File: src/rtl/pispd_pkg.sv
// Package for the PI speed to PWM controller: widths, register indexes,
// reset values and the constant used to divide by one hundred.
// Used by pispd_mul and pi_speed_to_pwm_controller_top; no dependencies.
package pispd_pkg;

    localparam int MEAS_W   = 16;
    localparam int ERR_W    = 18;
    localparam int TGT_W    = 14;
    localparam int GAIN_W   = 8;
    localparam int LIM_W    = 15;
    localparam int PER_W    = 16;
    localparam int DUTY_W   = 7;
    localparam int INT_W    = 16;
    localparam int SUM_W    = 28;
    localparam int CFG_IDX_W = 3;
    localparam int CFG_DAT_W = 16;

    // Operand and product widths of the shared multiplier.
    localparam int MUL_W  = 25;
    localparam int PROD_W = 2 * MUL_W;

    // Register indexes of the configuration port.
    localparam logic [CFG_IDX_W-1:0] REG_TARGET_SPEED  = 3'd0;
    localparam logic [CFG_IDX_W-1:0] REG_PROP_GAIN     = 3'd1;
    localparam logic [CFG_IDX_W-1:0] REG_INT_GAIN      = 3'd2;
    localparam logic [CFG_IDX_W-1:0] REG_INT_LIMIT     = 3'd3;
    localparam logic [CFG_IDX_W-1:0] REG_PWM_PERIOD    = 3'd4;

    localparam logic [TGT_W-1:0]  RST_TARGET_SPEED = 14'd0;
    localparam logic [GAIN_W-1:0] RST_PROP_GAIN    = 8'd1;
    localparam logic [GAIN_W-1:0] RST_INT_GAIN     = 8'd1;
    localparam logic [LIM_W-1:0]  RST_INT_LIMIT    = 15'd3200;
    localparam logic [PER_W-1:0]  RST_PWM_PERIOD   = 16'd1200;

    localparam logic [DUTY_W-1:0] DUTY_MAX = 7'd100;
    // Division by 32 of the controller output.
    localparam int OUT_SHIFT = 5;

    // ceil(2^30 / 100): exact floor division by 100 for any dividend below 2^23.
    localparam int             RECIP_W     = 24;
    localparam logic [RECIP_W-1:0] RECIP_M = 24'd10737419;
    localparam int             RECIP_SHIFT = 30;
    localparam int             DIVIDEND_W  = 23;

endpackage

File: src/rtl/pi_speed_to_pwm_controller_top.sv
// PI speed controller with a clamped integral, giving PWM duty and compare value.
// Depends on pispd_pkg and pispd_mul (the one multiplier shared by every product step).
//
//  channel  | handshake                 | payload
//  ---------+---------------------------+------------------------------------------
//  meas     | meas_valid / meas_stall   | measured_speed
//  res      | res_valid / res_stall     | duty_percent, compare_value, integral_now
//  cfg      | cfg_valid / cfg_ready     | cfg_index, cfg_data
//
// A transaction runs from ST_MUL_I to ST_DONE: one multiplier, used in turn for the integral
// product, the proportional product, duty times period and the reciprocal step of the
// division by 100, sets the length of the sequence. meas_stall is high while a
// transaction is in progress. A finished result sits in the output register, so a
// new transaction is taken while it waits; the sequence only holds in its last step
// if the previous result has still not been taken. Reset is asynchronous, active low,
// and clears the integral and loads the register defaults. cfg_ready is always high.
module pi_speed_to_pwm_controller_top
    import pispd_pkg::*;
(
    input  logic                        clk,
    input  logic                        rst_n,
    input  logic                        meas_valid,
    output logic                        meas_stall,
    input  logic signed [MEAS_W-1:0]    measured_speed,
    output logic                        res_valid,
    input  logic                        res_stall,
    output logic        [DUTY_W-1:0]    duty_percent,
    output logic        [PER_W-1:0]     compare_value,
    output logic signed [INT_W-1:0]     integral_now,
    input  logic                        cfg_valid,
    output logic                        cfg_ready,
    input  logic        [CFG_IDX_W-1:0] cfg_index,
    input  logic        [CFG_DAT_W-1:0] cfg_data
);

    typedef enum logic [2:0] {
        ST_IDLE,
        ST_MUL_I,
        ST_INTEG,
        ST_MUL_P,
        ST_CTL,
        ST_MUL_C,
        ST_MUL_R,
        ST_DONE
    } state_t;

    state_t                     state_reg, state_next;
    logic        [TGT_W-1:0]    target_reg, target_next;
    logic        [GAIN_W-1:0]   kp_reg, kp_next;
    logic        [GAIN_W-1:0]   ki_reg, ki_next;
    logic        [LIM_W-1:0]    limit_reg, limit_next;
    logic        [PER_W-1:0]    period_reg, period_next;
    logic signed [INT_W-1:0]    sum_reg, sum_next;
    logic signed [ERR_W-1:0]    err_reg, err_next;
    logic        [DUTY_W-1:0]   duty_reg, duty_next;
    logic                       res_valid_reg, res_valid_next;
    logic        [DUTY_W-1:0]   res_duty_reg, res_duty_next;
    logic        [PER_W-1:0]    res_cmp_reg, res_cmp_next;
    logic signed [INT_W-1:0]    res_int_reg, res_int_next;

    logic signed [MUL_W-1:0]    mul_a;
    logic signed [MUL_W-1:0]    mul_b;
    logic signed [PROD_W-1:0]   prod;
    logic                       mul_en;

    logic signed [SUM_W-1:0]    integ_full;
    logic signed [SUM_W-1:0]    lim_pos;
    logic signed [SUM_W-1:0]    ctl_full;
    logic signed [SUM_W-1:0]    ctl_div;
    logic                       meas_take;
    logic                       res_take;

    assign meas_take = meas_valid && (state_reg == ST_IDLE);
    assign res_take  = res_valid_reg && !res_stall;

    // The quotient product must survive while the final step waits for the output.
    assign mul_en = (state_reg != ST_DONE);

    pispd_mul u_mul (
        .clk  (clk),
        .en   (mul_en),
        .op_a (mul_a),
        .op_b (mul_b),
        .prod (prod)
    );

    always_comb
    begin
        case (state_reg)
            ST_MUL_I:
            begin
                mul_a = MUL_W'(err_reg);
                mul_b = MUL_W'({1'b0, ki_reg});
            end
            ST_MUL_P:
            begin
                mul_a = MUL_W'(err_reg);
                mul_b = MUL_W'({1'b0, kp_reg});
            end
            ST_MUL_C:
            begin
                mul_a = MUL_W'({1'b0, duty_reg});
                mul_b = MUL_W'({1'b0, period_reg});
            end
            ST_MUL_R:
            begin
                mul_a = MUL_W'({1'b0, prod[DIVIDEND_W-1:0]});
                mul_b = MUL_W'({1'b0, RECIP_M});
            end
            default:
            begin
                mul_a = '0;
                mul_b = '0;
            end
        endcase
    end

    // The products of error and gain fit 25 bits, so truncating prod keeps the signed value.
    assign lim_pos    = SUM_W'({1'b0, limit_reg});
    assign integ_full = SUM_W'(prod) + SUM_W'(sum_reg);
    assign ctl_full   = SUM_W'(prod) + SUM_W'(sum_reg);
    assign ctl_div    = ctl_full >>> OUT_SHIFT;

    always_comb
    begin
        state_next     = state_reg;
        target_next    = target_reg;
        kp_next        = kp_reg;
        ki_next        = ki_reg;
        limit_next     = limit_reg;
        period_next    = period_reg;
        sum_next       = sum_reg;
        err_next       = err_reg;
        duty_next      = duty_reg;
        res_valid_next = res_valid_reg;
        res_duty_next  = res_duty_reg;
        res_cmp_next   = res_cmp_reg;
        res_int_next   = res_int_reg;

        if (res_take)
        begin
            res_valid_next = 1'b0;
        end

        if (cfg_valid)
        begin
            case (cfg_index)
                REG_TARGET_SPEED: target_next = cfg_data[TGT_W-1:0];
                REG_PROP_GAIN:    kp_next     = cfg_data[GAIN_W-1:0];
                REG_INT_GAIN:     ki_next     = cfg_data[GAIN_W-1:0];
                REG_INT_LIMIT:    limit_next  = cfg_data[LIM_W-1:0];
                REG_PWM_PERIOD:   period_next = cfg_data[PER_W-1:0];
                default:          ;
            endcase
        end

        case (state_reg)
            ST_IDLE:
            begin
                if (meas_take)
                begin
                    err_next   = ERR_W'({target_reg, 1'b0}) - ERR_W'(measured_speed);
                    state_next = ST_MUL_I;
                end
            end
            ST_MUL_I:
            begin
                state_next = ST_INTEG;
            end
            ST_INTEG:
            begin
                if (integ_full > lim_pos)
                begin
                    sum_next = INT_W'(lim_pos);
                end
                else if (integ_full < -lim_pos)
                begin
                    sum_next = INT_W'(-lim_pos);
                end
                else
                begin
                    sum_next = INT_W'(integ_full);
                end
                state_next = ST_MUL_P;
            end
            ST_MUL_P:
            begin
                state_next = ST_CTL;
            end
            ST_CTL:
            begin
                // A negative output, found from the sign bit, clamps to zero duty.
                if (ctl_full[SUM_W-1])
                begin
                    duty_next = '0;
                end
                else if (ctl_div > SUM_W'(DUTY_MAX))
                begin
                    duty_next = DUTY_MAX;
                end
                else
                begin
                    duty_next = ctl_div[DUTY_W-1:0];
                end
                state_next = ST_MUL_C;
            end
            ST_MUL_C:
            begin
                state_next = ST_MUL_R;
            end
            ST_MUL_R:
            begin
                state_next = ST_DONE;
            end
            ST_DONE:
            begin
                if (!res_valid_reg || res_take)
                begin
                    res_valid_next = 1'b1;
                    res_duty_next  = duty_reg;
                    res_cmp_next   = prod[RECIP_SHIFT +: PER_W];
                    res_int_next   = sum_reg;
                    state_next     = ST_IDLE;
                end
            end
            default:
            begin
                state_next = ST_IDLE;
            end
        endcase
    end

    always_ff @(posedge clk or negedge rst_n)
    begin
        if (!rst_n)
        begin
            state_reg     <= ST_IDLE;
            target_reg    <= RST_TARGET_SPEED;
            kp_reg        <= RST_PROP_GAIN;
            ki_reg        <= RST_INT_GAIN;
            limit_reg     <= RST_INT_LIMIT;
            period_reg    <= RST_PWM_PERIOD;
            sum_reg       <= '0;
            err_reg       <= '0;
            duty_reg      <= '0;
            res_valid_reg <= 1'b0;
            res_duty_reg  <= '0;
            res_cmp_reg   <= '0;
            res_int_reg   <= '0;
        end
        else
        begin
            state_reg     <= state_next;
            target_reg    <= target_next;
            kp_reg        <= kp_next;
            ki_reg        <= ki_next;
            limit_reg     <= limit_next;
            period_reg    <= period_next;
            sum_reg       <= sum_next;
            err_reg       <= err_next;
            duty_reg      <= duty_next;
            res_valid_reg <= res_valid_next;
            res_duty_reg  <= res_duty_next;
            res_cmp_reg   <= res_cmp_next;
            res_int_reg   <= res_int_next;
        end
    end

    assign meas_stall    = (state_reg != ST_IDLE);
    assign cfg_ready     = 1'b1;
    assign res_valid     = res_valid_reg;
    assign duty_percent  = res_duty_reg;
    assign compare_value = res_cmp_reg;
    assign integral_now  = res_int_reg;

`ifndef SYNTH
    a_busy_after_take: assert property (@(posedge clk) disable iff (!rst_n)
        meas_take |=> meas_stall)
        else $error("controller did not go busy after taking a transaction");

    a_duty_range: assert property (@(posedge clk) disable iff (!rst_n)
        res_valid |-> (duty_percent <= DUTY_MAX))
        else $error("duty above maximum");

    a_sum_fits: assert property (@(posedge clk) disable iff (!rst_n)
        sum_reg != {1'b1, {(INT_W-1){1'b0}}})
        else $error("integral outside symmetric range");

    a_result_from_done: assert property (@(posedge clk) disable iff (!rst_n)
        $rose(res_valid) |-> $past(state_reg == ST_DONE))
        else $error("result raised outside final step");
`endif

endmodule

File: src/rtl/pispd_mul.sv
// Shared signed multiplier with a registered product that holds while en is low.
// Depends on pispd_pkg for the operand and product widths.
module pispd_mul
    import pispd_pkg::*;
(
    input  logic                     clk,
    input  logic                     en,
    input  logic signed [MUL_W-1:0]  op_a,
    input  logic signed [MUL_W-1:0]  op_b,
    output logic signed [PROD_W-1:0] prod
);

    logic signed [PROD_W-1:0] prod_reg;

    always_ff @(posedge clk)
    begin
        if (en)
        begin
            prod_reg <= op_a * op_b;
        end
    end

    assign prod = prod_reg;

endmodule

File: config.mk
export PLATFORM = sky130hd
export DESIGN_NAME = pi_speed_to_pwm_controller_top
export DESIGN_NICKNAME = d
export VERILOG_FILES = /design/src/rtl/pispd_pkg.sv /design/src/rtl/pi_speed_to_pwm_controller_top.sv /design/src/rtl/pispd_mul.sv
export SDC_FILE = /design/constraint.sdc
export NUM_CORES = 1
export LEC_CHECK = 0
export ABC_CLOCK_PERIOD_IN_PS = 12100
export BUFFER_PORTS_ARGS = -buffer_cell sky130_fd_sc_hd__buf_4
export CORE_MARGIN = 5
export CORE_UTILIZATION = 47
export DETAILED_ROUTE_END_ITERATION = 6
export REMOVE_ABC_BUFFERS = 1
export SKIP_LAST_GASP = 1
export SLEW_MARGIN = 40
export SYNTH_ARGS = -nofsm -noshare
export SYNTH_HDL_FRONTEND = slang
export SYNTH_SLANG_ARGS = --single-unit
File: constraint.sdc
create_clock -name clk -period 12.1 [get_ports clk]
set_clock_uncertainty 0.1 [all_clocks]
set_input_delay 0.605 -clock clk [delete_from_list [all_inputs] [get_ports clk]]
set_output_delay 0.605 -clock clk [all_outputs]
set_load 0.01 [all_outputs]
==> metrics.yaml <==
setup_repair_after_global_routing_missed_its_margin: "false"
io_pins: 82
clkTransAtPathRegs_ns: 0.08
critPathRequiredTime_ns: 12.24
syn_area_um2: 28930
avgSynthCellArea_um2: 9.561
initial_antenna_violation_count: 5
clock-root-buffer: "clkbuf_16"
crit_type: "register to register"
r2r_setup_slack_ns: 2.40
postSynthCellCount: 3026
crit_path_start_kind: "register"
worstSetupStartpoint: "state_reg[1]"
run_status: "complete, no violations"
avgRoutedWirePerCell_um: 21.50
synth_cell_type_count: 81
largest_reg_flops: 44
first_global_vias: 23170
routabilityCongestion: 0.9314
clock-sinks: 188
clock_latency_ns: 0.50
finalWorstPathRequiredPeriod_ns: 9.702
vias_per_cell: 5.479
r2r_start: "state_reg[1]"
cts_hold_buf: 0
async_flop_share_pct: 76.60
min-delay-path-class: "input pin to async pin"
globalRouteMet1Util_pct: 32.85
final_number_of_setup_violating_endpoints: 0
crit_path_max_fanout: 27
global_route.peak_usage_layer: "met2"
end_kind: "register"
crit_path_max_cell_delay_ns: 0.62
proportion_of_layout_cells_with_a_drive_suffix_above_1_pct: 9.494
detailedPlacementHpwl_mm: 69.89
placeableCoreArea_um2: 61370
remaining_design_rule_violation_count: 0
route.final.wire_length_mm: 83.39
buffer_ports.inserted: 80
ctsResizeCount: 0
route.antenna.remaining_nets: 0
flow.area_growth_from_synthesis_pct: 7.499
tritoncts.num_buffers: 17
vias: 21250
fmax_ghz: 0.1031
post-cts-setup-buffers: 0
yosysWarnings: 0
num_rows: 91
timing_worst_slew_pin_value_ns: 0.8611
critical-path-slowest-cell: "o211ai_1"
reg2regPathDepth: 28
setup.worst_path.end: "u_mul.prod[44]"
global_route_wire_length_before_repair_mm: 133.3
synth_top_flop_cell: "dfrtp_1"
groute.layer.met3.usage_pct: 3.745
timing.slew.headroom_pct: 42.60
max-cap-violations: 0
cts-root-to-sink-buffers: 2
globalRoute.totalOverflow: 0
gr-usage-all-layers_pct: 25.89
grt.met2_usage_pct: 45.92
finish.net_count: 3857
initialDrtViolationCount: 1741
setup-tns-final_ns: 0
finalMaxSlewViolations: 0
htreeDepth: 4
number_of_enable_flip_flop_cells_after_synthesis: 44
min_period_over_period_pct: 80.18
die_height_um: 258.1
dieWidth_um: 258.1
fillCellCount: 5638
worst_path_most_repeated_cell: "fa_1"
cts_tree: "yes"
initial_cell_density_of_the_core_pct: 47.14
fp.dieArea_um2: 66620
detailedRoute.firstPassIterationCount: 7
synth-seq-area-share_pct: 17.06
final_number_of_hold_violating_endpoints: 0
r2r_end: "u_mul.prod[44]"
yosys_register_bits: 188
grt_start_max_net_pins: 89
worst_ep_arrival_time_ns: 9.85
==> cell usage after synthesis (15+ instances only) <==
library cell	n	area [um^2]
nor3_1	31	155.2
and3_1	93	581.8
and2_1	16	100.1
a21o_1	58	435.4
nor2b_1	20	125.1
xnor2_1	62	543.0
ha_1	261	3266
a211oi_1	17	127.6
nand2b_1	22	137.6
dfrtp_1	135	3378
o21ai_1	15	75.07
o21ai_0	68	340.3
fa_1	483	9669
xor2_1	26	227.7
clkbuf_1	81	304.0
nand3_1	35	175.2
edfxtp_1	44	1321
a21oi_1	85	425.4
mux2i_1	23	230.2
nand4_1	18	112.6
inv_1	646	2425
nand2_1	275	1032
nor2_1	200	750.7
mux2_2	110	1239
==> worst max-delay path: cells and delay by family (launching register included) <==
| family | cells | cell delay, ns |
|---|---|---|
| buffers and inverters | 7 | 0.93 |
| AO/OA/AOI/OAI | 5 | 1.89 |
| adder cells (fa/ha/maj) | 9 | 4.40 |
| AND/OR/NAND/NOR | 7 | 1.69 |
| flip-flops | 1 | 0.42 |
==> stage by stage <==
stage | worst slack (ns) | hold WS (ns) | instances | area, um^2 | utilization (%)
after floorplan | 2.989 | 0.2094 | 2951 | 28640 | -
after global placement | 2.524 | 0.3682 | 3844 | 30440 | 49.60
after detailed placement | 2.407 | 0.3765 | 3844 | 30470 | 49.65
after CTS | 2.374 | 0.03702 | 3876 | 31080 | 50.64
after global routing | 1.790 | 0.07261 | 3876 | 31100 | 50.67
final | 2.398 | 0.03669 | 3878 | 31100 | 50.68
==> cells by family (layout without fill, tap and decap cells) <==
kind of cell               count (synthesis)  count (layout)  share of synthesized area (%)
and+or+nand+nor                          751             751                          12.00
xor gates and xnor gates                  88              88                          2.664
muxes                                    133             133                          5.077
other                                      2              23                        0.02596
adders and majority gates                744             744                          44.71
DFF                                      188             188                          17.06
buffers and inverters                    741             782                          9.644
AOI/OAI and AO/OA                        379             379                          8.826
==> layer usage <==
layer  wire length [um]  vias up
li1                   -     9719
met1              33920    10800
met3               4315      129
met4               2509        0
met5                  0        -
met2              42650      599
==> final cells by class <==
class	instances	area, um^2	share of cell area (%)
Multi-Input combinational cell	2116	21360	68.67
Clock buffer	18	429.2	1.380
Clock inverter	14	175.2	0.5632
Sequential cell	188	4937	15.87
Inverter	647	2429	7.808
Timing Repair Buffer	103	780.7	2.510
Tap cell	790	988.4	3.178
Antenna cell	2	5.005	0.01609
==> worst min path at each step <==
stage	startpoint	to	slack, ns	cells past startpoint
after floorplan	rst_n	compare_value[0]	0.21	0
after global placement	u_mul.prod[35]	compare_value[5]	0.37	1
after detailed placement	u_mul.prod[40]	compare_value[10]	0.38	1
after CTS	rst_n	compare_value[7]	0.04	1
after global routing	rst_n	compare_value[15]	0.07	1
final	rst_n	compare_value[7]	0.04	1
==> cells in the final DEF (no fill, tap or decap), drive strengths merged, types with 6 or more instances in the layout <==
cell type  netlist  routed
inv            646     651
fa             483     483
nand2          275     275
ha             261     261
nor2           200     200
dfrtp          135     135
mux2           110     110
buf             13     103
and3            93      93
a21oi           87      87
o21ai           83      83
xnor2           62      62
a21o            58      58
edfxtp          44      44
nand3           35      35
nor3            31      31
xor2            26      26
mux2i           23      23
nand2b          22      22
conb             2      21
nor2b           20      20
a211oi          19      19
nand4           18      18
clkbuf          81      18
and2            16      16
o21a            13      13
a22oi           13      13
or2             12      12
a31oi           12      12
o211ai          11      11
or3             10      10
o31ai           10      10
dfstp            9       9
o311ai           8       8
clkinv           1       8
o21bai           6       6
a21boi           6       6
Power is not shown: default switching activity piles up to over one toggle a cycle in this logic, so the estimate is an artifact.
